[config.mk]
export PLATFORM = sky130hd
export DESIGN_NAME = utf8_whitespace_collapser
export DESIGN_NICKNAME = d
export VERILOG_FILES = /design/src/rtl/core/uwc_pkg.sv /design/src/rtl/core/uwc_front.sv /design/src/rtl/core/uwc_fifo.sv /design/src/rtl/core/uwc_back.sv /design/src/rtl/core/utf8_whitespace_collapser.sv
export SDC_FILE = /design/constraint.sdc
export NUM_CORES = 1
export LEC_CHECK = 0
export ABC_AREA = 1
export BUFFER_PORTS_ARGS = -buffer_cell sky130_fd_sc_hd__buf_2
export CAP_MARGIN = 20
export CORE_ASPECT_RATIO = 2
export CORE_UTILIZATION = 45
export CTS_BUF_LIST = sky130_fd_sc_hd__clkbuf_4 sky130_fd_sc_hd__clkbuf_8
export DETAILED_ROUTE_END_ITERATION = 6
export PLACE_DENSITY_LB_ADDON = 0.1
export SLEW_MARGIN = 30
export SYNTH_ARGS = -nofsm -noshare
export SYNTH_HDL_FRONTEND = slang
export SYNTH_HIERARCHICAL = 1
export SYNTH_SLANG_ARGS = --single-unit
export TNS_END_PERCENT = 5
[constraint.sdc]
create_clock -name clk_i -period 4.2 [get_ports clk_i]
set_input_delay 0.42 -clock clk_i [delete_from_list [all_inputs] [get_ports clk_i]]
set_output_delay 0.42 -clock clk_i [all_outputs]
set_load 0.01 [all_outputs]
[src/rtl/core/uwc_pkg.sv]
// uwc_pkg: shared types, constants and the whitespace lookup for the utf-8 collapser
// used by uwc_front, uwc_fifo, uwc_back and utf8_whitespace_collapser
package uwc_pkg;

  localparam int unsigned QDepth = 4;
  localparam int unsigned QAw    = $clog2(QDepth);

  localparam logic [7:0]  SpaceByte = 8'h20;
  localparam logic [20:0] MinTwo    = 21'h000080;
  localparam logic [20:0] MinThree  = 21'h000800;
  localparam logic [20:0] MinFour   = 21'h010000;
  localparam logic [20:0] MaxPoint  = 21'h10FFFF;
  localparam logic [20:0] SurrLo    = 21'h00D800;
  localparam logic [20:0] SurrHi    = 21'h00DFFF;

  typedef enum logic [1:0] {
    CMD_DATA,
    CMD_END,
    CMD_ERR
  } cmd_kind_e;

  // one queued command: a space and/or character bytes, an end-only mark or an error
  typedef struct packed {
    cmd_kind_e       kind;
    logic [3:0][7:0] bytes;
    logic [1:0]      count;
    logic            space;
    logic            last;
  } cmd_t;

  function automatic logic is_space_point(logic [20:0] cp);
    return cp inside {21'h0009, 21'h000A, 21'h000B, 21'h000C, 21'h000D,
                      21'h001C, 21'h001D, 21'h001E, 21'h001F, 21'h0020,
                      21'h0085, 21'h00A0, 21'h1680,
                      [21'h2000 : 21'h200A],
                      21'h2028, 21'h2029, 21'h202F, 21'h205F, 21'h3000};
  endfunction

endpackage

[src/rtl/core/uwc_front.sv]
// uwc_front: utf-8 decode, validation and whitespace run tracking
// depends on uwc_pkg; emits one command per item that gives results
module uwc_front (
  input  logic          clk_i,
  input  logic          rst_ni,
  input  logic          fire_i,
  input  logic [7:0]    byte_i,
  input  logic          last_i,
  output logic          push_o,
  output uwc_pkg::cmd_t cmd_o
);
  import uwc_pkg::*;

  logic [20:0]     pp_q, pp_d;
  logic [1:0]      due_q, due_d;
  logic [1:0]      len_q, len_d;
  logic [3:0][7:0] held_q, held_d;
  logic            sp_q, sp_d;
  logic            sent_q, sent_d;
  logic            skip_q, skip_d;

  logic        complete;
  logic        err;
  logic [20:0] cp;
  logic [1:0]  cnt;
  logic [20:0] ppn;
  logic [1:0]  idx;
  logic [20:0] minimum;

  assign ppn = {pp_q[14:0], byte_i[5:0]};
  assign idx = len_q - due_q + 2'd1;

  always_comb begin
    pp_d     = pp_q;
    due_d    = due_q;
    len_d    = len_q;
    held_d   = held_q;
    sp_d     = sp_q;
    sent_d   = sent_q;
    skip_d   = skip_q;
    complete = 1'b0;
    err      = 1'b0;
    cp       = '0;
    cnt      = '0;
    minimum  = MinFour;
    push_o   = 1'b0;
    cmd_o    = '{kind: CMD_DATA, bytes: held_q, count: 2'd0, space: 1'b0, last: 1'b0};
    if (fire_i) begin
      if (skip_q) begin
        if (last_i) begin
          skip_d = 1'b0;
          pp_d   = '0;
          due_d  = '0;
          len_d  = '0;
          sp_d   = 1'b0;
          sent_d = 1'b0;
        end
      end else if (due_q == 2'd0) begin
        held_d[0] = byte_i;
        if (!byte_i[7]) begin
          cp       = {13'd0, byte_i};
          complete = 1'b1;
        end else if (byte_i[7:5] == 3'b110) begin
          pp_d  = {16'd0, byte_i[4:0]};
          len_d = 2'd1;
          due_d = 2'd1;
          err   = last_i;
        end else if (byte_i[7:4] == 4'b1110) begin
          pp_d  = {17'd0, byte_i[3:0]};
          len_d = 2'd2;
          due_d = 2'd2;
          err   = last_i;
        end else if (byte_i[7:3] == 5'b11110) begin
          pp_d  = {18'd0, byte_i[2:0]};
          len_d = 2'd3;
          due_d = 2'd3;
          err   = last_i;
        end else begin
          err = 1'b1;
        end
      end else begin
        if (byte_i[7:6] != 2'b10) begin
          err = 1'b1;
        end else begin
          held_d[idx] = byte_i;
          due_d       = due_q - 2'd1;
          if (due_q != 2'd1) begin
            pp_d = ppn;
            err  = last_i;
          end else begin
            cp  = ppn;
            cnt = len_q;
            case (len_q)
              2'd1:    minimum = MinTwo;
              2'd2:    minimum = MinThree;
              default: minimum = MinFour;
            endcase
            if (cp < minimum || cp > MaxPoint || (cp >= SurrLo && cp <= SurrHi)) begin
              err = 1'b1;
            end else begin
              pp_d     = '0;
              len_d    = '0;
              complete = 1'b1;
            end
          end
        end
      end

      cmd_o.bytes = held_d;
      if (complete) begin
        if (is_space_point(cp)) begin
          sp_d = sent_q;
        end else begin
          push_o      = 1'b1;
          cmd_o.kind  = CMD_DATA;
          cmd_o.space = sp_q;
          cmd_o.count = cnt;
          sp_d        = 1'b0;
          sent_d      = 1'b1;
        end
        if (last_i) begin
          if (!push_o) begin
            push_o     = 1'b1;
            cmd_o.kind = CMD_END;
          end
          cmd_o.last = 1'b1;
          pp_d       = '0;
          due_d      = '0;
          len_d      = '0;
          sp_d       = 1'b0;
          sent_d     = 1'b0;
        end
      end

      if (err) begin
        push_o     = 1'b1;
        cmd_o.kind = CMD_ERR;
        cmd_o.last = 1'b1;
        skip_d     = !last_i;
        pp_d       = '0;
        due_d      = '0;
        len_d      = '0;
        sp_d       = 1'b0;
        sent_d     = 1'b0;
      end
    end
  end

  always_ff @(posedge clk_i or negedge rst_ni) begin
    if (!rst_ni) begin
      pp_q   <= '0;
      due_q  <= '0;
      len_q  <= '0;
      sp_q   <= 1'b0;
      sent_q <= 1'b0;
      skip_q <= 1'b0;
    end else begin
      pp_q   <= pp_d;
      due_q  <= due_d;
      len_q  <= len_d;
      sp_q   <= sp_d;
      sent_q <= sent_d;
      skip_q <= skip_d;
    end
  end

  always_ff @(posedge clk_i) begin
    held_q <= held_d;
  end

endmodule

[src/rtl/core/uwc_fifo.sv]
// uwc_fifo: short command queue between the decode front and the output back
// depends on uwc_pkg for cmd_t and the queue depth
module uwc_fifo (
  input  logic          clk_i,
  input  logic          rst_ni,
  input  logic          push_i,
  input  uwc_pkg::cmd_t wdata_i,
  input  logic          pop_i,
  output uwc_pkg::cmd_t rdata_o,
  output logic          full_o,
  output logic          empty_o
);
  import uwc_pkg::*;

  cmd_t           mem_q [QDepth];
  logic [QAw-1:0] wptr_q, wptr_d;
  logic [QAw-1:0] rptr_q, rptr_d;
  logic [QAw:0]   cnt_q, cnt_d;

  assign full_o  = (cnt_q == QDepth[QAw:0]);
  assign empty_o = (cnt_q == '0);
  assign rdata_o = mem_q[rptr_q];

  always_comb begin
    wptr_d = wptr_q;
    rptr_d = rptr_q;
    cnt_d  = cnt_q;
    if (push_i) begin
      wptr_d = wptr_q + 1'b1;
    end
    if (pop_i) begin
      rptr_d = rptr_q + 1'b1;
    end
    if (push_i && !pop_i) begin
      cnt_d = cnt_q + 1'b1;
    end else if (pop_i && !push_i) begin
      cnt_d = cnt_q - 1'b1;
    end
  end

  always_ff @(posedge clk_i or negedge rst_ni) begin
    if (!rst_ni) begin
      wptr_q <= '0;
      rptr_q <= '0;
      cnt_q  <= '0;
    end else begin
      wptr_q <= wptr_d;
      rptr_q <= rptr_d;
      cnt_q  <= cnt_d;
    end
  end

  always_ff @(posedge clk_i) begin
    if (push_i) begin
      mem_q[wptr_q] <= wdata_i;
    end
  end

endmodule

[src/rtl/core/uwc_back.sv]
// uwc_back: expands queued commands into output items, one per cycle while ready_i is high
// depends on uwc_pkg; holds the command being sent as the output register
module uwc_back (
  input  logic          clk_i,
  input  logic          rst_ni,
  input  uwc_pkg::cmd_t cmd_i,
  input  logic          empty_i,
  output logic          pop_o,
  output logic          valid_o,
  input  logic          ready_i,
  output logic [7:0]    byte_o,
  output logic          present_o,
  output logic          last_o,
  output logic          bad_o
);
  import uwc_pkg::*;

  cmd_t       cur_q, cur_d;
  logic       vld_q, vld_d;
  logic [2:0] step_q, step_d;

  logic       at_end;
  logic       fire;
  logic [2:0] bsel;

  assign fire    = vld_q && ready_i;
  assign valid_o = vld_q;
  assign bsel    = step_q - {2'd0, cur_q.space};

  always_comb begin
    at_end    = 1'b1;
    byte_o    = 8'd0;
    present_o = 1'b0;
    last_o    = cur_q.last;
    bad_o     = 1'b0;
    case (cur_q.kind)
      CMD_DATA: begin
        at_end    = (step_q == ({1'b0, cur_q.count} + {2'd0, cur_q.space}));
        present_o = 1'b1;
        last_o    = at_end && cur_q.last;
        if (cur_q.space && step_q == 3'd0) begin
          byte_o = SpaceByte;
        end else begin
          byte_o = cur_q.bytes[bsel[1:0]];
        end
      end
      CMD_ERR: begin
        bad_o = 1'b1;
      end
      default: begin
      end
    endcase
  end

  always_comb begin
    cur_d  = cur_q;
    vld_d  = vld_q;
    step_d = step_q;
    pop_o  = (!vld_q || (fire && at_end)) && !empty_i;
    if (pop_o) begin
      cur_d  = cmd_i;
      vld_d  = 1'b1;
      step_d = '0;
    end else if (fire) begin
      if (at_end) begin
        vld_d = 1'b0;
      end else begin
        step_d = step_q + 3'd1;
      end
    end
  end

  always_ff @(posedge clk_i or negedge rst_ni) begin
    if (!rst_ni) begin
      vld_q  <= 1'b0;
      step_q <= '0;
    end else begin
      vld_q  <= vld_d;
      step_q <= step_d;
    end
  end

  always_ff @(posedge clk_i) begin
    cur_q <= cur_d;
  end

endmodule

[src/rtl/core/utf8_whitespace_collapser.sv]
// utf8_whitespace_collapser: top level, decode front, command queue and output back
// depends on uwc_pkg, uwc_front, uwc_fifo and uwc_back
//
//   channel   dir  tdata          tuser                          tlast
//   s_axis    in   in_byte[7:0]   -                              in_last
//   m_axis    out  out_byte[7:0]  [0] byte_present [1] bad_text  out_last
//
// input side takes one byte per cycle while the 4-entry command queue has room
// output side sends one item per cycle while m_axis_tready is high; a command holds up to
// five items (space plus a 4-byte character)
// a stalled output only stops the input once the queue is full
// reset clears all control state at once; no clearing pass
module utf8_whitespace_collapser (
  input  logic       clk_i,
  input  logic       rst_ni,
  input  logic       s_axis_tvalid,
  output logic       s_axis_tready,
  input  logic [7:0] s_axis_tdata,  // [7:0] in_byte
  input  logic       s_axis_tlast,
  output logic       m_axis_tvalid,
  input  logic       m_axis_tready,
  output logic [7:0] m_axis_tdata,  // [7:0] out_byte
  output logic [1:0] m_axis_tuser,  // [0] byte_present, [1] bad_text
  output logic       m_axis_tlast
);
  import uwc_pkg::*;

  logic q_full;
  logic q_empty;
  logic push;
  logic pop;
  logic s_fire;
  cmd_t wcmd;
  cmd_t rcmd;

  assign s_axis_tready = !q_full;
  assign s_fire        = s_axis_tvalid && s_axis_tready;

  uwc_front u_front (
    .clk_i  (clk_i),
    .rst_ni (rst_ni),
    .fire_i (s_fire),
    .byte_i (s_axis_tdata),
    .last_i (s_axis_tlast),
    .push_o (push),
    .cmd_o  (wcmd)
  );

  uwc_fifo u_fifo (
    .clk_i   (clk_i),
    .rst_ni  (rst_ni),
    .push_i  (push),
    .wdata_i (wcmd),
    .pop_i   (pop),
    .rdata_o (rcmd),
    .full_o  (q_full),
    .empty_o (q_empty)
  );

  uwc_back u_back (
    .clk_i     (clk_i),
    .rst_ni    (rst_ni),
    .cmd_i     (rcmd),
    .empty_i   (q_empty),
    .pop_o     (pop),
    .valid_o   (m_axis_tvalid),
    .ready_i   (m_axis_tready),
    .byte_o    (m_axis_tdata),
    .present_o (m_axis_tuser[0]),
    .last_o    (m_axis_tlast),
    .bad_o     (m_axis_tuser[1])
  );

  a_no_overflow: assert property (@(posedge clk_i) disable iff (!rst_ni)
    push |-> !q_full)
    else $error("command pushed into a full queue");

  a_err_ends_msg: assert property (@(posedge clk_i) disable iff (!rst_ni)
    (m_axis_tvalid && m_axis_tuser[1]) |-> (m_axis_tlast && !m_axis_tuser[0]))
    else $error("error item without end mark or with data");

  a_empty_zero: assert property (@(posedge clk_i) disable iff (!rst_ni)
    (m_axis_tvalid && !m_axis_tuser[0]) |-> (m_axis_tdata == 8'd0 && m_axis_tlast))
    else $error("dataless item carries a byte or no end mark");

  a_pop_nonempty: assert property (@(posedge clk_i) disable iff (!rst_ni)
    pop |-> !q_empty)
    else $error("command taken from an empty queue");

endmodule

== Word level (Yosys, flattened, before mapping) ==
Memories as Yosys holds them, arrays and structs flattened. A register that Yosys moved wholly into a read port is not among the register bits.
Index checks and enable logic that the tools add are counted.
Widths: inputs -> output; s select.

* Flip-flop bits (word level): 71
* Memory bits (writable): 152
* Bits of input ports: 13
* Logic and storage cells: 223
* Memories kept: 1

{| class="wikitable"
|+ Memories
! memory !! depth !! width !! rd ports !! clocked after memory_dff !! wr ports !! line !! source
|-
| u_fifo.mem_q || 4 || 38 || 1 || 1 || 1 || uwc_fifo.sv:15 || <nowiki>cmd_t mem_q [QDepth];</nowiki>
|}

* Add/sub/neg operators: 10
* Magnitude comparators: 9
* Equal/unequal tests: 29
* Mux-type cells: 126
* Reductions and logical operators: 33

{| class="wikitable"
|+ Operator list
! kind !! count
|-
| $mux 21 || 23
|-
| $eq 21x14->1 const B || 5
|-
| $eq 21x4->1 const B || 5
|-
| $eq 21x5->1 const B || 4
|-
| $mux 32 || 2
|-
| $mux 2 || 31
|-
| $mux 1 || 51
|-
| $eq 21x8->1 const B || 2
|-
| $mux 8 || 5
|-
| $mux 38 || 1
|-
| $pmux 17 s2 || 1
|-
| $bwmux 32 || 1
|-
| $mux 24 || 1
|-
| $eq 21x13->1 const B || 1
|-
| $eq 21x6->1 const B || 1
|-
| $ge 21x14->1 const B || 1
|-
| $ge 21x16->1 const B || 1
|-
| $gt 21x21->1 const B || 1
|-
| $le 21x14->1 const B || 1
|-
| $le 21x16->1 const B || 1
|-
| $lt 21x21->1 || 1
|-
| $reduce_bool 19->1 || 1
|-
| $mux 3 || 6
|-
| $bmux 8 s2 || 1
|-
| other kinds (29) || 59
|}

== Depth between registers and ports, before layout ==
* Depth after elaboration: 26
* Depth in mapped cells: 26
* Mapped depth without buffers: 25

== By module ==
Netlist, hierarchy kept.

{| class="wikitable"
|+ Modules (own cells, without submodules)
! module !! times used !! cells each !! area an instance (µm²)
|-
| uwc_fifo || 1 || 491 || 6595.1
|-
| uwc_front || 1 || 637 || 4290.4
|-
| uwc_back || 1 || 163 || 1833.0
|-
| utf8_whitespace_collapser || 1 || 3 || 13.8
|}

== Least setup slack after synthesis ==
OpenSTA, ideal clock, no wires.

* Path type: register -> register
* From: reg u_fifo.cnt_q[0]
* To: mem u_fifo/mem_q[0][0] (netlist bit) (enable)
* Setup time: 393 ps
* Data arrival time: 3551 ps
* Required time: 3807 ps
* Slack: 256 ps
* Stages on the path, launching flop included: 9
* Buffers on the path: 2
* Clock period less this slack: 3944 ps
* Cell sequence: dfrtp_1 -> nor3_1 -> nor2_2 -> clkinv_1 -> clkbuf_1 -> a21oi_1 -> clkbuf_1 -> nand2_1 -> inv_1

* Cells in the longest elaborated chain, start to end: 6

{| class="wikitable"
|+ Ends and longest elaborated chain
! item !! line !! source
|-
| from (decl) || uwc_fifo.sv:18 || <nowiki>logic [QAw:0] cnt_q, cnt_d;</nowiki>
|-
| from (signal assigned) || uwc_fifo.sv:49 || <nowiki>cnt_q <= cnt_d;</nowiki>
|-
| $eq 3x3->1 || uwc_fifo.sv:20 || <nowiki>assign full_o = (cnt_q == QDepth[QAw:0]);</nowiki>
|-
| net q_full || utf8_whitespace_collapser.sv:28 || <nowiki>logic q_full;</nowiki>
|-
| $logic_not 1->1 || utf8_whitespace_collapser.sv:36 || <nowiki>assign s_axis_tready = !q_full;</nowiki>
|-
| $logic_and 1x1->1 || utf8_whitespace_collapser.sv:37 || <nowiki>assign s_fire = s_axis_tvalid && s_axis_tready;</nowiki>
|-
| net s_fire || utf8_whitespace_collapser.sv:32 || <nowiki>logic s_fire;</nowiki>
|-
| $mux 1 || uwc_front.sv:48 || <nowiki>if (fire_i) begin</nowiki>
|-
| net push || utf8_whitespace_collapser.sv:30 || <nowiki>logic push;</nowiki>
|-
| $mux 1 || uwc_fifo.sv:54 || <nowiki>if (push_i) begin</nowiki>
|-
| $mux 1 (implied by the code) || uwc_fifo.sv:55 || <nowiki>mem_q[wptr_q] <= wdata_i;</nowiki>
|-
| to (decl) || uwc_fifo.sv:15 ||
|}

The timed path passes the listed nets, and every way through them passes these cells.

== Final worst setup path ==
* From: reg u_front.due_q[1]
* To: reg u_fifo.cnt_q[2]

* Cells in the longest elaborated chain, start to end: 19

{| class="wikitable"
|+ Ends and longest elaborated chain
! item !! line !! source
|-
| from (decl) || uwc_front.sv:15 || <nowiki>logic [1:0] due_q, due_d;</nowiki>
|-
| from (signal assigned) || uwc_front.sv:159 || <nowiki>due_q <= due_d;</nowiki>
|-
| $ne 2x1->1 || uwc_front.sv:87 || <nowiki>if (due_q != 2'd1) begin</nowiki>
|-
| $mux 21 || uwc_front.sv:87 ||
|-
| $mux 21 || uwc_front.sv:82 || <nowiki>if (byte_i[7:6] != 2'b10) begin</nowiki>
|-
| $mux 21 || uwc_front.sv:58 || <nowiki>end else if (due_q == 2'd0) begin</nowiki>
|-
| $mux 21 || uwc_front.sv:49 || <nowiki>if (skip_q) begin</nowiki>
|-
| $mux 21 || uwc_front.sv:48 ||
|-
| $ge 21x14->1 / $le 21x14->1 (equally long branches) || uwc_pkg.sv:32 || <nowiki>return cp inside {21'h0009, 21'h000A, 21'h000B, 21'h000C, 21'h000D,</nowiki>
|-
| $logic_and 1x1->1 || uwc_pkg.sv:32 ||
|-
| [4 not listed] || n/a ||
|-
| $mux 1 || uwc_front.sv:121 || <nowiki>if (last_i) begin</nowiki>
|-
| $mux 1 || uwc_front.sv:110 || <nowiki>if (complete) begin</nowiki>
|-
| $mux 1 (*) || uwc_front.sv:135 || <nowiki>if (err) begin</nowiki>
|-
| $mux 1 (*) || uwc_front.sv:48 ||
|-
| net push || utf8_whitespace_collapser.sv:30 ||
|-
| $logic_not 1->1 || uwc_fifo.sv:36 || <nowiki>end else if (pop_i && !push_i) begin</nowiki>
|-
| $logic_and 1x1->1 || uwc_fifo.sv:36 ||
|-
| $reduce_bool 2->1 (no line) || n/a ||
|}

Mark *: on every way through the listed nets, which the timed path passes. The rest lies on a longest branch. The select of a mux whose other input is x is not followed.
A chain may end at the register's enable or synchronous reset.

==> metrics <==
outcome=finished, final reports clean; area of the mapped netlist=12,700 um^2; asr flop ratio synth=12.9%; final setup vio count=0; slack of the critical path=0.391 ns; Post-DP HPWL=23,100 um; first-pass GRT wire length=49,500 um; later-pin clock latency in the skew report=0.54 ns; fin crit period=3.81 ns; most frequent cells in the layout=nand2_1, edfxtp_1, inv_1; drt wl/cell=18.8 um; YS warnings=6; Pins Over Slew Limit=0; Met3 Wirelength=836 um; Detailed Route WL=32,200 um; I/O Buffers=25; # clock sinks=255; Yosys cell types=48; setup repair after global routing missed its margin=false; row count=86; final hold viol count=0; Final Core Density=50.6%; floorplan core area=27,700 um^2; Worst slew margin=48.4%; H-tree Lvls=2; top routing layer used=met4; TritonCTS buffer count=36; Diodes inserted=0; vias per std cell=5.23; Post-Syn Area per Cell=9.84 um^2; Clock Skew=0.0256 ns; GRT Util Overall=23.1%; Detailed Route Iter0 Violations=532; Starting Density=46.0%; setup_tns=0 ns; Net Count, Synth=1,325; Post-Syn Instances=1,294; Final ANT Viol Nets=0; critical path fanouts, max=15; post-place setup slack=0.294 ns; maxcap violations=0; CTS tree=done; DRT met1 WL=11,400 um; Worst Path Required=4.62 ns; Pwr per Cell Area=713 nW/um^2; vias in the first global route=9,046; Ports=26; Hold Slack=0.188 ns; number of synthesized flops with an enable pin=222; R2R setup slack=0.39 ns; Die W=121 um; register bit total from synthesis=255; register area share after synthesis=58.8%; Die Y-Extent=240 um; WS Path Type=flip-flop to flip-flop; routed wl met2=17,600 um; fin nets=1,365; fmax=263 MHz; CP startpoint=u_front/due_q[1]$_DFFE_PN0P_; Final period util=90.7%; Leak=0.00594 uW; critical path capture point type=flip-flop; Synth-to-Final Area Change=9.96%; CP startpoint kind=flip-flop; drt pass-1 iters=5; Worst-path clk slew=0.08 ns; drt drc=0; total power=9990 uW; clk root buf=clkbuf_8; largest net degree at the start of global routing=155; gpl congestion=0.979; ys flop type=edfxtp_1; Worst-Margin Slew=0.771 ns; Reg2Reg Launch Point=u_front/due_q[1]$_DFFE_PN0P_; worst hold path type=primary input to flip-flop; ratio of cells with drive above 1 in the final layout=14.5%; Arrival @ worst endpoint=4.23 ns; Vias=8,946; clock tree buffer depth=3; antenna violations before repair=0; start point of the worst hold path=m_axis_tready; maximum vdd ir drop=0.447 mV; GRT overflow=0; die footprint=29,000 um^2; commonest non-fill, non-tap cell in the layout=nand2_1
report_power, final:
part	internal, uW	total, uW	switching [uW]
Combinational	1190	3930	2740
Sequential	3780	4080	297
Clock	1060	1980	915
state kept, by name, indices dropped and copies added (netlist names):
register / flops
u_front/pp_q: 15
u_front/due_q: 2
u_fifo/cnt_q: 3
u_front/held_q: 32
u_front/sp_q: 1
u_front/len_q: 2
u_front/sent_q: 1
u_back/cur_q: 38
u_fifo/rptr_q: 2
u_fifo/mem_q: 152
u_back/valid_o: 1
u_front/skip_q: 1
u_fifo/wptr_q: 2
u_back/step_q: 3
area by class of cell:
cell class,instances,area (um^2)
Fill cell,2595,13700
Sequential cell,255,7500
Multi-Input combinational cell,811,4250
Inverter,173,652
Clock buffer,49,606
Tap cell,352,440
Timing Repair Buffer,57,433
Clock inverter,15,124
metrics by stage:
stage                     cells  cell area [um^2]
after detailed placement   1647             13300
after global routing       1712             14000
final                      1712             14000
after floorplan            1294             12700
after global placement     1647             13300
after CTS                  1711             14000
routing by layer:
layer  vias up  GRT usage [%]
met2       191           44.3
met5         -              0
met1      4210           22.3
met4         0           16.3
met3       101           2.70
li1       4444              -
path summary, 6_finish.rpt:
kind / to / depth (start not counted)
worst max-delay path: u_fifo/cnt_q[2]$_DFFE_PN0P_ / 22
worst min-delay path: u_back/valid_o$_DFFE_PN0P_ / 4
worst max register to register: u_fifo/cnt_q[2]$_DFFE_PN0P_ / 22
worst min register to register: u_front/sp_q$_DFFE_PN0P_ / 2
max in group asynchronous: u_fifo/rptr_q[0]$_DFFE_PN0P_ / 2
min in group asynchronous: u_front/pp_q[12]$_DFFE_PN0P_ / 2
logic make-up (layout without fill, tap and decap cells):
kind of cell / Yosys count / count (layout) / share of synthesized area (%)
XOR/XNOR: 9 / 9 / 0.678
flip-flops: 255 / 255 / 58.8
adder cells (fa/ha/maj): 18 / 18 / 1.83
AND/OR/NAND/NOR: 568 / 568 / 18.7
AO/OA/AOI/OAI: 216 / 216 / 12.1
buffers and inverters: 228 / 294 / 7.83
cell usage after synthesis (3+ instances only):
cell type	n	area, um^2
buf_6	11	124
nor3_1	9	45.0
a21oi_2	4	35.0
buf_4	5	37.5
o21ai_0	41	205
a21oi_1	27	135
o211ai_2	29	363
a211oi_1	6	45.0
nand4_1	11	68.8
nor2_2	8	50.1
dfrtp_1	33	826
nand2_1	412	1550
a311oi_1	8	70.1
edfxtp_1	222	6670
nand3_2	3	30.0
nand2_2	4	25.0
o21ai_1	32	160
o211ai_1	54	405
clkinv_1	3	11.3
o21ai_2	4	35.0
nand3_1	47	235
buf_2	21	105
clkbuf_1	17	63.8
nor2_1	59	221
nand3b_1	4	30.0
inv_1	153	574
xor2_1	6	52.6
ha_1	17	213
inv_2	16	60.1
repair_timing:
action / in CTS / in global routing
endpoints found under the setup margin: 0 / 1
buffers inserted: 0 / 0
hold buffers: 0 / 1
gates resized for setup: 0 / 1
endpoints found under the hold margin: 0 / 33
worst max-delay path, stage by stage (launching register included):
cell,delay (ns)
dfrtp_1,0.40
inv_1,0.14
ha_1,0.42
nand4_1,0.21
nand2_2,0.27
nand2_1,0.08
nand2_1,0.11
nor2_2,0.07
nand3_1,0.07
nand2_1,0.05
nand2_1,0.05
nand2_1,0.06
a21oi_2,0.22
nand3_2,0.21
a21oi_1,0.20
buf_4,0.19
ha_1,0.18
inv_1,0.07
fa_1,0.38
nand2_1,0.11
nand3_1,0.08
nand2_1,0.07
nand2_1,0.05
Note: power is estimated with default switching activity, not from simulation.
